$ cat src/rtl/core/afbt_pkg.sv
package afbt_pkg;

  localparam int QueueDepth = 2;

  localparam logic [1:0] OP_START   = 2'd0;
  localparam logic [1:0] OP_FLAG    = 2'd1;
  localparam logic [1:0] OP_PAYLOAD = 2'd2;
  localparam logic [1:0] OP_FCS     = 2'd3;

  localparam logic [15:0] FCS_INIT = 16'hFFFF;
  localparam logic [15:0] CRC_POLY = 16'h8408;

  localparam logic [2:0] ONES_MAX   = 3'd7;
  localparam logic [2:0] ONES_STUFF = 3'd5;

  localparam logic [4:0] BYTE_BITS = 5'd8;
  localparam logic [4:0] FCS_BITS  = 5'd16;

  typedef struct packed {
    logic [1:0] op;
    logic [7:0] data;
  } in_word_t;

  typedef struct packed {
    logic level;
    logic last;
  } out_word_t;

  typedef struct packed {
    logic [1:0]  op;
    logic [15:0] bits;
  } cmd_t;

endpackage

$ cat src/rtl/core/afbt_front.sv
module afbt_front
  import afbt_pkg::*;
(
  input  logic     clk,
  input  logic     rst_n,
  input  logic     in_valid,
  output logic     in_stall,
  input  in_word_t in_word,
  input  logic     q_full,
  output logic     q_push,
  output cmd_t     q_cmd
);

  function automatic logic [15:0] crc_fold(input logic [15:0] crc, input logic [7:0] b);
    logic [15:0] c;
    c = crc ^ {8'h00, b};
    for (int i = 0; i < 8; i++) begin
      c = c[0] ? ((c >> 1) ^ CRC_POLY) : (c >> 1);
    end
    return c;
  endfunction

  logic [15:0] fcs_r;
  logic [15:0] fcs_nxt;

  assign in_stall = q_full;
  assign q_push   = in_valid && !q_full;

  always_comb begin
    fcs_nxt    = fcs_r;
    q_cmd.op   = in_word.op;
    q_cmd.bits = {8'h00, in_word.data};
    case (in_word.op)
      OP_START: begin
        fcs_nxt = FCS_INIT;
      end
      OP_PAYLOAD: begin
        fcs_nxt = crc_fold(fcs_r, in_word.data);
      end
      OP_FCS: begin
        q_cmd.bits = ~fcs_r;
      end
      default: begin
        fcs_nxt = fcs_r;
      end
    endcase
  end

  always_ff @(posedge clk) begin
    if (!rst_n) begin
      fcs_r <= FCS_INIT;
    end else if (q_push) begin
      fcs_r <= fcs_nxt;
    end
  end

endmodule

$ cat src/rtl/core/afbt_fifo.sv
module afbt_fifo
  import afbt_pkg::*;
#(
  parameter int QDepth = QueueDepth
) (
  input  logic clk,
  input  logic rst_n,
  input  logic push,
  input  cmd_t push_cmd,
  output logic full,
  input  logic pop,
  output logic valid,
  output cmd_t pop_cmd
);

  localparam int AW = (QDepth > 1) ? $clog2(QDepth) : 1;

  cmd_t        mem_r [QDepth];
  logic [AW:0] wptr_r;
  logic [AW:0] rptr_r;
  logic [AW:0] wptr_nxt;
  logic [AW:0] rptr_nxt;

  assign full    = (wptr_r[AW] != rptr_r[AW]) && (wptr_r[AW-1:0] == rptr_r[AW-1:0]);
  assign valid   = (wptr_r != rptr_r);
  assign pop_cmd = mem_r[rptr_r[AW-1:0]];

  assign wptr_nxt = (wptr_r[AW-1:0] == AW'(QDepth - 1)) ?
                    {~wptr_r[AW], {AW{1'b0}}} : wptr_r + 1'b1;
  assign rptr_nxt = (rptr_r[AW-1:0] == AW'(QDepth - 1)) ?
                    {~rptr_r[AW], {AW{1'b0}}} : rptr_r + 1'b1;

  always_ff @(posedge clk) begin
    if (!rst_n) begin
      wptr_r <= '0;
      rptr_r <= '0;
    end else begin
      if (push && !full) begin
        wptr_r <= wptr_nxt;
      end
      if (pop && valid) begin
        rptr_r <= rptr_nxt;
      end
    end
  end

  always_ff @(posedge clk) begin
    if (push && !full) begin
      mem_r[wptr_r[AW-1:0]] <= push_cmd;
    end
  end

endmodule

$ cat src/rtl/core/afbt_back.sv
module afbt_back
  import afbt_pkg::*;
(
  input  logic      clk,
  input  logic      rst_n,
  input  logic      q_valid,
  input  cmd_t      q_cmd,
  output logic      q_pop,
  output logic      out_valid,
  input  logic      out_stall,
  output out_word_t out_word
);

  logic        busy_r, busy_nxt;
  logic [1:0]  op_r, op_nxt;
  logic [15:0] shreg_r, shreg_nxt;
  logic [4:0]  cnt_r, cnt_nxt;
  logic        stuff_r, stuff_nxt;
  logic        fin_r, fin_nxt;
  logic [2:0]  ones_r, ones_nxt;
  logic        level_r, level_nxt;
  logic        out_valid_r, out_valid_nxt;
  out_word_t   out_word_r, out_word_nxt;

  logic        can_emit;
  logic        emit;
  logic        done;
  logic        last_bit;
  logic        stuffing;
  logic [2:0]  ones_inc;
  out_word_t   emit_word;

  assign can_emit  = !out_valid_r || !out_stall;
  assign stuffing  = (op_r == OP_PAYLOAD) || (op_r == OP_FCS);
  assign last_bit  = (cnt_r == 5'd1);
  assign ones_inc  = (ones_r == ONES_MAX) ? ONES_MAX : ones_r + 3'd1;
  assign out_valid = out_valid_r;
  assign out_word  = out_word_r;

  always_comb begin
    busy_nxt  = busy_r;
    op_nxt    = op_r;
    shreg_nxt = shreg_r;
    cnt_nxt   = cnt_r;
    stuff_nxt = stuff_r;
    fin_nxt   = fin_r;
    ones_nxt  = ones_r;
    level_nxt = level_r;
    emit      = 1'b0;
    done      = 1'b0;
    emit_word = '0;

    if (busy_r && can_emit) begin
      emit = 1'b1;
      if (op_r == OP_START) begin
        level_nxt = 1'b1;
        ones_nxt  = '0;
        emit_word = '{level: 1'b1, last: 1'b1};
        done      = 1'b1;
      end else if (stuff_r) begin
        level_nxt = ~level_r;
        ones_nxt  = '0;
        stuff_nxt = 1'b0;
        emit_word = '{level: ~level_r, last: fin_r};
        done      = fin_r;
      end else begin
        shreg_nxt = shreg_r >> 1;
        cnt_nxt   = cnt_r - 5'd1;
        if (!shreg_r[0]) begin
          ones_nxt  = '0;
          level_nxt = ~level_r;
          emit_word = '{level: ~level_r, last: last_bit};
          done      = last_bit;
        end else begin
          ones_nxt = ones_inc;
          if (stuffing && (ones_inc == ONES_STUFF)) begin
            emit_word = '{level: level_r, last: 1'b0};
            stuff_nxt = 1'b1;
            fin_nxt   = last_bit;
          end else begin
            emit_word = '{level: level_r, last: last_bit};
            done      = last_bit;
          end
        end
      end
    end

    q_pop = q_valid && (!busy_r || done);

    if (done) begin
      busy_nxt = 1'b0;
    end
    if (q_pop) begin
      busy_nxt  = 1'b1;
      op_nxt    = q_cmd.op;
      shreg_nxt = q_cmd.bits;
      cnt_nxt   = (q_cmd.op == OP_FCS) ? FCS_BITS : BYTE_BITS;
      stuff_nxt = 1'b0;
    end

    out_valid_nxt = out_valid_r;
    out_word_nxt  = out_word_r;
    if (emit) begin
      out_valid_nxt = 1'b1;
      out_word_nxt  = emit_word;
    end else if (out_valid_r && !out_stall) begin
      out_valid_nxt = 1'b0;
    end
  end

  always_ff @(posedge clk) begin
    if (!rst_n) begin
      busy_r      <= 1'b0;
      cnt_r       <= '0;
      stuff_r     <= 1'b0;
      fin_r       <= 1'b0;
      ones_r      <= '0;
      level_r     <= 1'b1;
      out_valid_r <= 1'b0;
    end else begin
      busy_r      <= busy_nxt;
      cnt_r       <= cnt_nxt;
      stuff_r     <= stuff_nxt;
      fin_r       <= fin_nxt;
      ones_r      <= ones_nxt;
      level_r     <= level_nxt;
      out_valid_r <= out_valid_nxt;
    end
  end

  always_ff @(posedge clk) begin
    op_r       <= op_nxt;
    shreg_r    <= shreg_nxt;
    out_word_r <= out_word_nxt;
  end

endmodule

$ cat src/rtl/core/ax25_frame_bit_transmitter.sv
// Frame bit transmitter: turns frame words into NRZI line levels, one per bit time.
// Input channel (in_valid, in_stall, in_word): each word carries an op and a data
// byte. Op start resets the CRC, stuff counter and line level and yields one level;
// op flag sends a byte without stuffing; op payload sends a stuffed byte and folds
// it into the CRC; op fcs sends the complemented CRC, low byte first, stuffed.
// Output channel (out_valid, out_stall, out_word): one word per line bit, with
// last set on the final bit that an input word produces.
// An input word is classified in the front stage and written to a small queue in
// the accept cycle; the serializer takes it from the queue into its state registers,
// and from them its first line bit goes to the output register.
// The serializer sets the rate: it emits one line bit per cycle unless the output
// stalls, and a word yields 1 line bit (start), 8 to 10 (byte) or 16 to 20 (fcs).
// in_stall rises only when the queue is full.
// A stalled output holds its word and the serializer pauses with it.
// Reset (synchronous, active low) empties the queue, sets the CRC to all ones,
// clears the ones counter and sets the serializer's line level high.
module ax25_frame_bit_transmitter
  import afbt_pkg::*;
#(
  parameter int QDepth = QueueDepth
) (
  input  logic      clk,
  input  logic      rst_n,
  input  logic      in_valid,
  output logic      in_stall,
  input  in_word_t  in_word,
  output logic      out_valid,
  input  logic      out_stall,
  output out_word_t out_word
);

  logic q_full;
  logic q_push;
  cmd_t q_push_cmd;
  logic q_pop;
  logic q_valid;
  cmd_t q_pop_cmd;

  afbt_front u_front (
    .clk      (clk),
    .rst_n    (rst_n),
    .in_valid (in_valid),
    .in_stall (in_stall),
    .in_word  (in_word),
    .q_full   (q_full),
    .q_push   (q_push),
    .q_cmd    (q_push_cmd)
  );

  afbt_fifo #(
    .QDepth (QDepth)
  ) u_fifo (
    .clk      (clk),
    .rst_n    (rst_n),
    .push     (q_push),
    .push_cmd (q_push_cmd),
    .full     (q_full),
    .pop      (q_pop),
    .valid    (q_valid),
    .pop_cmd  (q_pop_cmd)
  );

  afbt_back u_back (
    .clk       (clk),
    .rst_n     (rst_n),
    .q_valid   (q_valid),
    .q_cmd     (q_pop_cmd),
    .q_pop     (q_pop),
    .out_valid (out_valid),
    .out_stall (out_stall),
    .out_word  (out_word)
  );

endmodule

$ cat config.mk
export PLATFORM = sky130hd
export DESIGN_NAME = ax25_frame_bit_transmitter
export DESIGN_NICKNAME = d
export VERILOG_FILES = /design/src/rtl/core/afbt_pkg.sv /design/src/rtl/core/afbt_front.sv /design/src/rtl/core/afbt_fifo.sv /design/src/rtl/core/afbt_back.sv /design/src/rtl/core/ax25_frame_bit_transmitter.sv
export SDC_FILE = /design/constraint.sdc
export NUM_CORES = 1
export LEC_CHECK = 0
export ABC_AREA = 1
export BUFFER_PORTS_ARGS = -buffer_cell sky130_fd_sc_hd__buf_2
export CAP_MARGIN = 20
export CORE_MARGIN = 2
export CORE_UTILIZATION = 55
export DETAILED_ROUTE_END_ITERATION = 7
export GPL_TIMING_DRIVEN = 0
export PLACE_DENSITY = 0.69
export SLEW_MARGIN = 20
export SYNTH_ARGS = -nofsm -noshare
export SYNTH_HDL_FRONTEND = slang
export SYNTH_SLANG_ARGS = --single-unit
$ cat constraint.sdc
create_clock -name clk -period 2.4 [get_ports clk]
set_input_delay 0.24 -clock clk [delete_from_list [all_inputs] [get_ports clk]]
set_output_delay 0.24 -clock clk [all_outputs]
set_load 0.05 [all_outputs]
Word level (Yosys, flattened, before mapping)
Memories as Yosys holds them, arrays and structs flattened. A register that Yosys moved wholly into a read port is not among the register bits.
Cells that the tools add are included.
{"block": "op_classes", "n_reduce_logical": 27, "add_sub_neg": 4, "n_bitwise": 16, "n_eq_ne": 14, "muxes": 49}
{"op": "two-way mux 16 bit", "n": 13}
{"op": "one-hot mux 16 bit (2 select lines)", "n": 1}
{"op": "two-way mux 5 bit", "n": 5}
{"op": "inverter 2 -> 3 bit", "n": 8}
{"op": "two-way mux 1 bit", "n": 21}
{"op": "inverter 16 bit", "n": 1}
{"op": "bitwise XOR 16 x 8 -> 16 bit", "n": 1}
{"op": "two-way mux 3 bit", "n": 4}
{"op": "equality test 2 bit (second input constant)", "n": 5}
{"op": "two-way mux 2 bit", "n": 5}
{"op": "logical AND 1 bit", "n": 8}
{"op": "nonzero test 2 bit", "n": 4}
{"op": "equality test 3 bit (second input constant)", "n": 2}
{"op": "inverter 1 bit", "n": 6}
{"op": "AND reduction 2 bit", "n": 3}
{"op": "equality test 5 x 1 -> 1 bit (second input constant)", "n": 1}
{"op": "AND reduction 5 bit", "n": 1}
{"op": "subtractor 5 x 1 -> 5 bit (second input constant)", "n": 1}
{"op": "adder 2 x 1 -> 2 bit (second input constant)", "n": 2}
{"op": "logical NOT 1 bit", "n": 4}
{"op": "logical NOT 2 bit", "n": 2}
{"op": "inequality test 2 bit (second input constant)", "n": 2}
{"op": "adder 3 x 1 -> 3 bit (second input constant)", "n": 1}
{"op": "logical OR 1 bit", "n": 3}
{"op": "6 further kinds", "n": 6}
{"block": "totals", "register_bits": 53, "word_cells": 125, "mem_bits_rw": 36, "n_memories": 1}
{"name": "u_fifo.mem_r", "words": 2, "width": 18, "rd": 1, "rd_ports_with_merged_regs": 1, "wr": 1, "line": "afbt_fifo.sv:18", "text": "cmd_t mem_r [QDepth];"}

Logic depth before layout (Yosys ltp)
{"block": "logic_depth", "depth_word": 18, "ltp_mapped": 14, "depth_no_buf": 13}

Modules after synthesis
A second synthesis with hierarchy kept.
{"block": "unflattened", "hier_cells": 500, "area_unflattened_um2": 4396.7}
{"mod": "afbt_fifo", "n_inst": 1, "cells_per_inst": 101, "area_per_inst_um2": 1611.5}
{"mod": "afbt_back", "n_inst": 1, "cells_per_inst": 176, "area_per_inst_um2": 1540.2}
{"mod": "afbt_front", "n_inst": 1, "cells_per_inst": 223, "area_per_inst_um2": 1244.9}

Worst setup path before layout
OpenSTA, ideal clock, no wires.
{"block": "synth_path", "path_type": "register to register", "from": "register u_fifo.wptr_r[0]", "to": "memory u_fifo.mem_r[0][0] (netlist bit) (enable)", "arrival_time_ns": 1.525, "n_path_buf": 0, "period_less_slack_ns": 1.918, "required_time_ns": 2.008, "path_stages_with_launch": 5, "setup_slack_ns": 0.482, "path_cell_list": "dfxtp_1 xor2_1 or2_1 nand2_2 nor2_1"}
{"block": "synth_between", "elab_chain_len": 7}
{"element": "from (decl)", "line": "afbt_fifo.sv:19", "text": "logic [AW:0] wptr_r;"}
{"element": "from (signal assigned)", "line": "afbt_fifo.sv:39", "text": "wptr_r <= wptr_nxt;"}
{"element": "equality test 1 bit", "line": "afbt_fifo.sv:24", "text": "assign full = (wptr_r[AW] != rptr_r[AW]) && (wptr_r[AW-1:0] == rptr_r[AW-1:0]);"}
{"element": "logical AND 1 bit", "line": "afbt_fifo.sv:24"}
{"element": "logical NOT 1 bit", "line": "afbt_front.sv:27, afbt_fifo.sv:48"}
{"element": "logical AND 1 bit", "line": "afbt_front.sv:27", "text": "assign q_push = in_valid && !q_full;"}
{"element": "logical AND 1 bit", "line": "afbt_fifo.sv:48", "text": "if (push && !full) begin"}
{"element": "two-way mux 1 bit", "line": "afbt_fifo.sv:48"}
{"element": "two-way mux 1 bit (implied by the code)", "line": "afbt_fifo.sv:49", "text": "mem_r[wptr_r[AW-1:0]] <= push_cmd;"}
{"element": "to (decl)", "line": "afbt_fifo.sv:18"}
Several ways; a longest one is shown, not always the timed one.

Worst setup path in the final report
{"block": "layout_path", "from": "register u_back.ones_r[0]", "to": "register u_back.shreg_r[4], data pin"}
{"block": "layout_between", "elab_chain_len": 12}
{"element": "from (decl)", "line": "afbt_back.sv:20", "text": "logic [2:0] ones_r, ones_nxt;"}
{"element": "from (signal assigned)", "line": "afbt_back.sv:125", "text": "ones_r <= ones_nxt;"}
{"element": "adder 3 x 1 -> 3 bit / equality test 3 bit (equally long branches)", "line": "afbt_back.sv:36", "text": "assign ones_inc = (ones_r == ONES_MAX) ? ONES_MAX : ones_r + 3'd1;"}
{"element": "two-way mux 3 bit *", "line": "afbt_back.sv:36"}
{"element": "equality test 3 bit *", "line": "afbt_back.sv:76", "text": "if (stuffing && (ones_inc == ONES_STUFF)) begin"}
{"element": "logical AND 1 bit *", "line": "afbt_back.sv:76"}
{"element": "two-way mux 1 bit *", "line": "afbt_back.sv:76"}
{"element": "two-way mux 1 bit *", "line": "afbt_back.sv:69", "text": "if (!shreg_r[0]) begin"}
{"element": "two-way mux 1 bit *", "line": "afbt_back.sv:60", "text": "end else if (stuff_r) begin"}
{"element": "two-way mux 1 bit *", "line": "afbt_back.sv:55", "text": "if (op_r == OP_START) begin"}
{"element": "two-way mux 1 bit *", "line": "afbt_back.sv:53", "text": "if (busy_r && can_emit) begin"}
{"element": "logical OR 1 bit *", "line": "afbt_back.sv:88", "text": "q_pop = q_valid && (!busy_r || done);"}
{"element": "logical AND 1 bit *", "line": "afbt_back.sv:88"}
{"element": "two-way mux 16 bit *", "line": "afbt_back.sv:93", "text": "if (q_pop) begin"}
{"element": "via u_back.shreg_nxt[4]", "line": "afbt_back.sv:16", "text": "logic [15:0] shreg_r, shreg_nxt;"}
{"element": "to (signal assigned)", "line": "afbt_back.sv:133", "text": "shreg_r <= shreg_nxt;"}
{"element": "to (decl)", "line": "afbt_back.sv:16"}
Mark *: on every way through the listed nets, which the timed path passes. The rest lies on a longest branch.
A chain may end at the register's enable or synchronous reset.

==> flow_summary.yaml <==
routing:
  antenna_left: 0
  drt_iter0_markers: 137
  wirelength_um: 7388
  dr.pass1.iters: 4
  drc: 0
  vias: 2714
  viasPerCell: 5.063
  avgRoutedWirePerCell_um: 13.78
clock_tree:
  post-cts-setup-buffers: 0
  numCtsBuffers: 9
  cts_tree: "yes"
  htreeDepth: 3
  cts_resized: 0
  root_buffer: "clkbuf_8"
  clk_pin_slew_ns: 0.09
  postCtsHoldBufs: 0
  clock_sinks: 90
  insertion_delay_ns: 0.35
  clk_path_buf_depth: 2
sta:
  relSlewSlack_pct: 48.52
  rsz0062_at_grt: "no"
  hold_violations: 0
  finalSetupViolCount: 0
  fin_worst_skew_ns: 0.005093
  setup_tns_ns: 0
  post-route-period-util_pct: 82.41
  worstMarginPinSlew_ns: 0.7713
  slew_viol_final: 0
  whs_ns: 0.1124
  layout_min_cycle_time_ns: 1.978
  fmax_mhz: 505.6
hold_path:
  whs_path_depth: 1
  min_from: "in_word[9]"
  hold_class: "input pin to flop"
  min_to: "u_fifo.mem_r[1][17]"
synthesis:
  yosys_warnings: 0
  netlist_area_um2: 4003
  netlist_instances: 403
  syn_nets: 420
  yosysUniqueCellTypes: 34
  ys_seq_elements: 90
  syn_avg_cell_area_um2: 9.932
  ys_seq_area_share_pct: 59.02
worst_setup_path:
  r2r_setup_slack_ns: 0.42
  startpoint: "u_back.ones_r[0]"
  worst-endpoint-required_ns: 2.50
  path_cells: "ha_1 > nor2_1 > nor2_1 > nand3_1 > nand2_1 > nand2_1 > nand2_2 > nand2_2 > nand2_4 > buf_12 > buf_6 > nand2_1 > o21ai_2"
  startpoint_type: "flop"
  ff2ff_path_depth: 13
  crit_type: "flop to flop"
  crit_top_cell: "nand2_1"
  cp-end-kind: "flop"
  arrival_ns: 2.08
  critPathSlowestCell: "dfxtp_1"
  slowest_delay_ns: 0.34
  crit_path_max_fanout: 10
  reg2reg_to: "u_back.shreg_r[4]"
  r2r_start: "u_back.ones_r[0]"
placement:
  dp_hpwl_um: 5324
  place_congestion: 0.8969
  placed_cell_area_um2: 4225
  port_buffers: 17
finish:
  design_area_um2: 4498
  antennaDiodeCount: 0
  layout_commonest_cell: "nand2_1"
  area_growth_pct: 12.38
  multiInputGateArea_um2: 1386
  fill_cells: 607
  seqCellArea_um2: 2362
  drive_gt1_share_pct: 14.65
  nNetsFinal: 449
  layout_common_cells: "83 x nand2_1, 56 x edfxtp_1, 41 x inv_1"
pwr:
  power_density_nw_per_um2: 1280
  ir_worst_vdd_mv: 0.6156
  leakage_uw: 0.001832
floorplan:
  die_y_um: 89.31
  initial_utilization_pct: 56.08
  die_x_um: 89.31
  dieArea_um2: 7975
  coreArea_um2: 7137
  rows: 31
  ios: 18
run_status:
  status: "completed"
global_routing:
  overflow: 0
  antenna_found_initial: 0
  grt_pass1_vias: 2511
  grt_pass1_wl_um: 12000
  grt_max_degree: 23
  globalRouteTotalUtil_pct: 20.61
run:
  cap_violations: 0
[kinds of logic (layout without fill, tap and decap cells)]
logic type,count (synthesis),in the layout,synth area share [%]
buf+inv,57,91,6.408
compound gates,79,79,10.82
fa+ha+maj,3,3,0.9379
xor+xnor,27,27,6.283
simple gates,146,146,16.29
flops,90,90,59.02
mux,1,1,0.2501
[flip-flops by register name, summed over array words and instances (netlist names), named ones only]
register,count
u_fifo.mem_r,36
u_fifo.wptr_r,2
u_back.out_valid,1
u_back.ones_r,3
u_back.level_r,1
u_back.shreg_r,16
u_back.busy_r,1
u_fifo.rptr_r,2
u_back.fin_r,1
u_back.stuff_r,1
u_back.op_r,2
u_back.cnt_r,5
u_front.fcs_r,16
u_back.out_word,2
[synthesized netlist by cell type]
cell / n / area [µm²]
nor3_1: 3 / 15.01
a21oi_1: 16 / 80.08
nand3_1: 17 / 85.08
clkbuf_1: 8 / 30.03
nor2_1: 29 / 108.9
nand2_2: 5 / 31.28
o211ai_1: 1 / 7.510
mux2i_1: 1 / 10.01
inv_4: 1 / 6.260
o21ai_2: 6 / 52.55
nand2_4: 1 / 11.26
nand2_8: 1 / 20.02
o21ai_1: 10 / 50.05
inv_1: 41 / 153.9
clkbuf_2: 1 / 5.000
or2_2: 1 / 6.260
nor2_2: 1 / 6.260
nor2_8: 1 / 20.02
xor2_2: 2 / 32.53
buf_6: 3 / 33.78
xnor2_1: 16 / 140.1
a21oi_2: 1 / 8.760
nor2_4: 2 / 22.52
o22ai_1: 7 / 43.79
inv_2: 2 / 7.510
xor2_1: 9 / 78.83
edfxtp_1: 56 / 1682
dfxtp_1: 34 / 680.7
nor3b_1: 1 / 7.510
ha_1: 3 / 37.54
or2_1: 1 / 6.260
nand2_1: 83 / 311.6
buf_12: 1 / 20.02
o21ai_0: 38 / 190.2
[worst max-delay path, delay by kind of cell (launching register included)]
kind	cells	cell delay, ns
AOI/OAI and AO/OA	1	0.05
DFF	1	0.34
adders and majority gates	1	0.23
and+or+nand+nor	9	0.82
buffers and inverters	2	0.29
[metal layers]
layer  share of wire (%)  track usage [%]
met5                   0                0
met1                  48            27.77
met3                 3.4            4.894
met4                 1.1            8.277
met2                  48            32.39
[power by group]
part	switching [µW]	internal [µW]	total, µW	leakage [µW]
logic	1350	690	2040	0.000870
registers	156	2200	2360	0.000825
clock network	528	830	1360	0.000137
total	2040	3720	5760	0.00183
[metrics by stage]
step / instances / utilization (%) / worst slack [ns] / total power [µW]
after CTS: 536 / 63.03 / 0.4089 / 5811
after detailed placement: 520 / 59.20 / 0.4258 / 4451
after global routing: 536 / 63.03 / 0.2853 / 6146
after global placement: 519 / 59.01 / 0.03035 / 4389
after floorplan: 403 / - / 0.4822 / 3988
final: 536 / 63.03 / 0.4222 / 5756
[layout make-up]
| type | instances | share of cell area, % |
|---|---|---|
| buffer | 13 | 1.975 |
| clock buffer | 10 | 3.060 |
| clock inverter | 6 | 3.004 |
| inverter | 44 | 3.727 |
| multi-input combinational | 256 | 30.82 |
| sequential | 90 | 52.52 |
| tap | 99 | 2.754 |
| timing repair buffer | 18 | 2.142 |
[worst max path at each step]
| stage | endpoint | cells past startpoint | slack, ns |
|---|---|---|---|
| floorplan | u_fifo.mem_r[0][0] | 4 | 0.48 |
| global route | u_fifo.mem_r[1][3] | 6 | 0.29 |
| CTS | u_fifo.mem_r[1][7] | 6 | 0.41 |
| detailed placement | u_fifo.mem_r[1][14] | 6 | 0.43 |
| global placement | u_fifo.mem_r[0][14] | 4 | 0.03 |
| finish | u_back.shreg_r[4] | 13 | 0.42 |
Power figures use the tool's default switching activity.
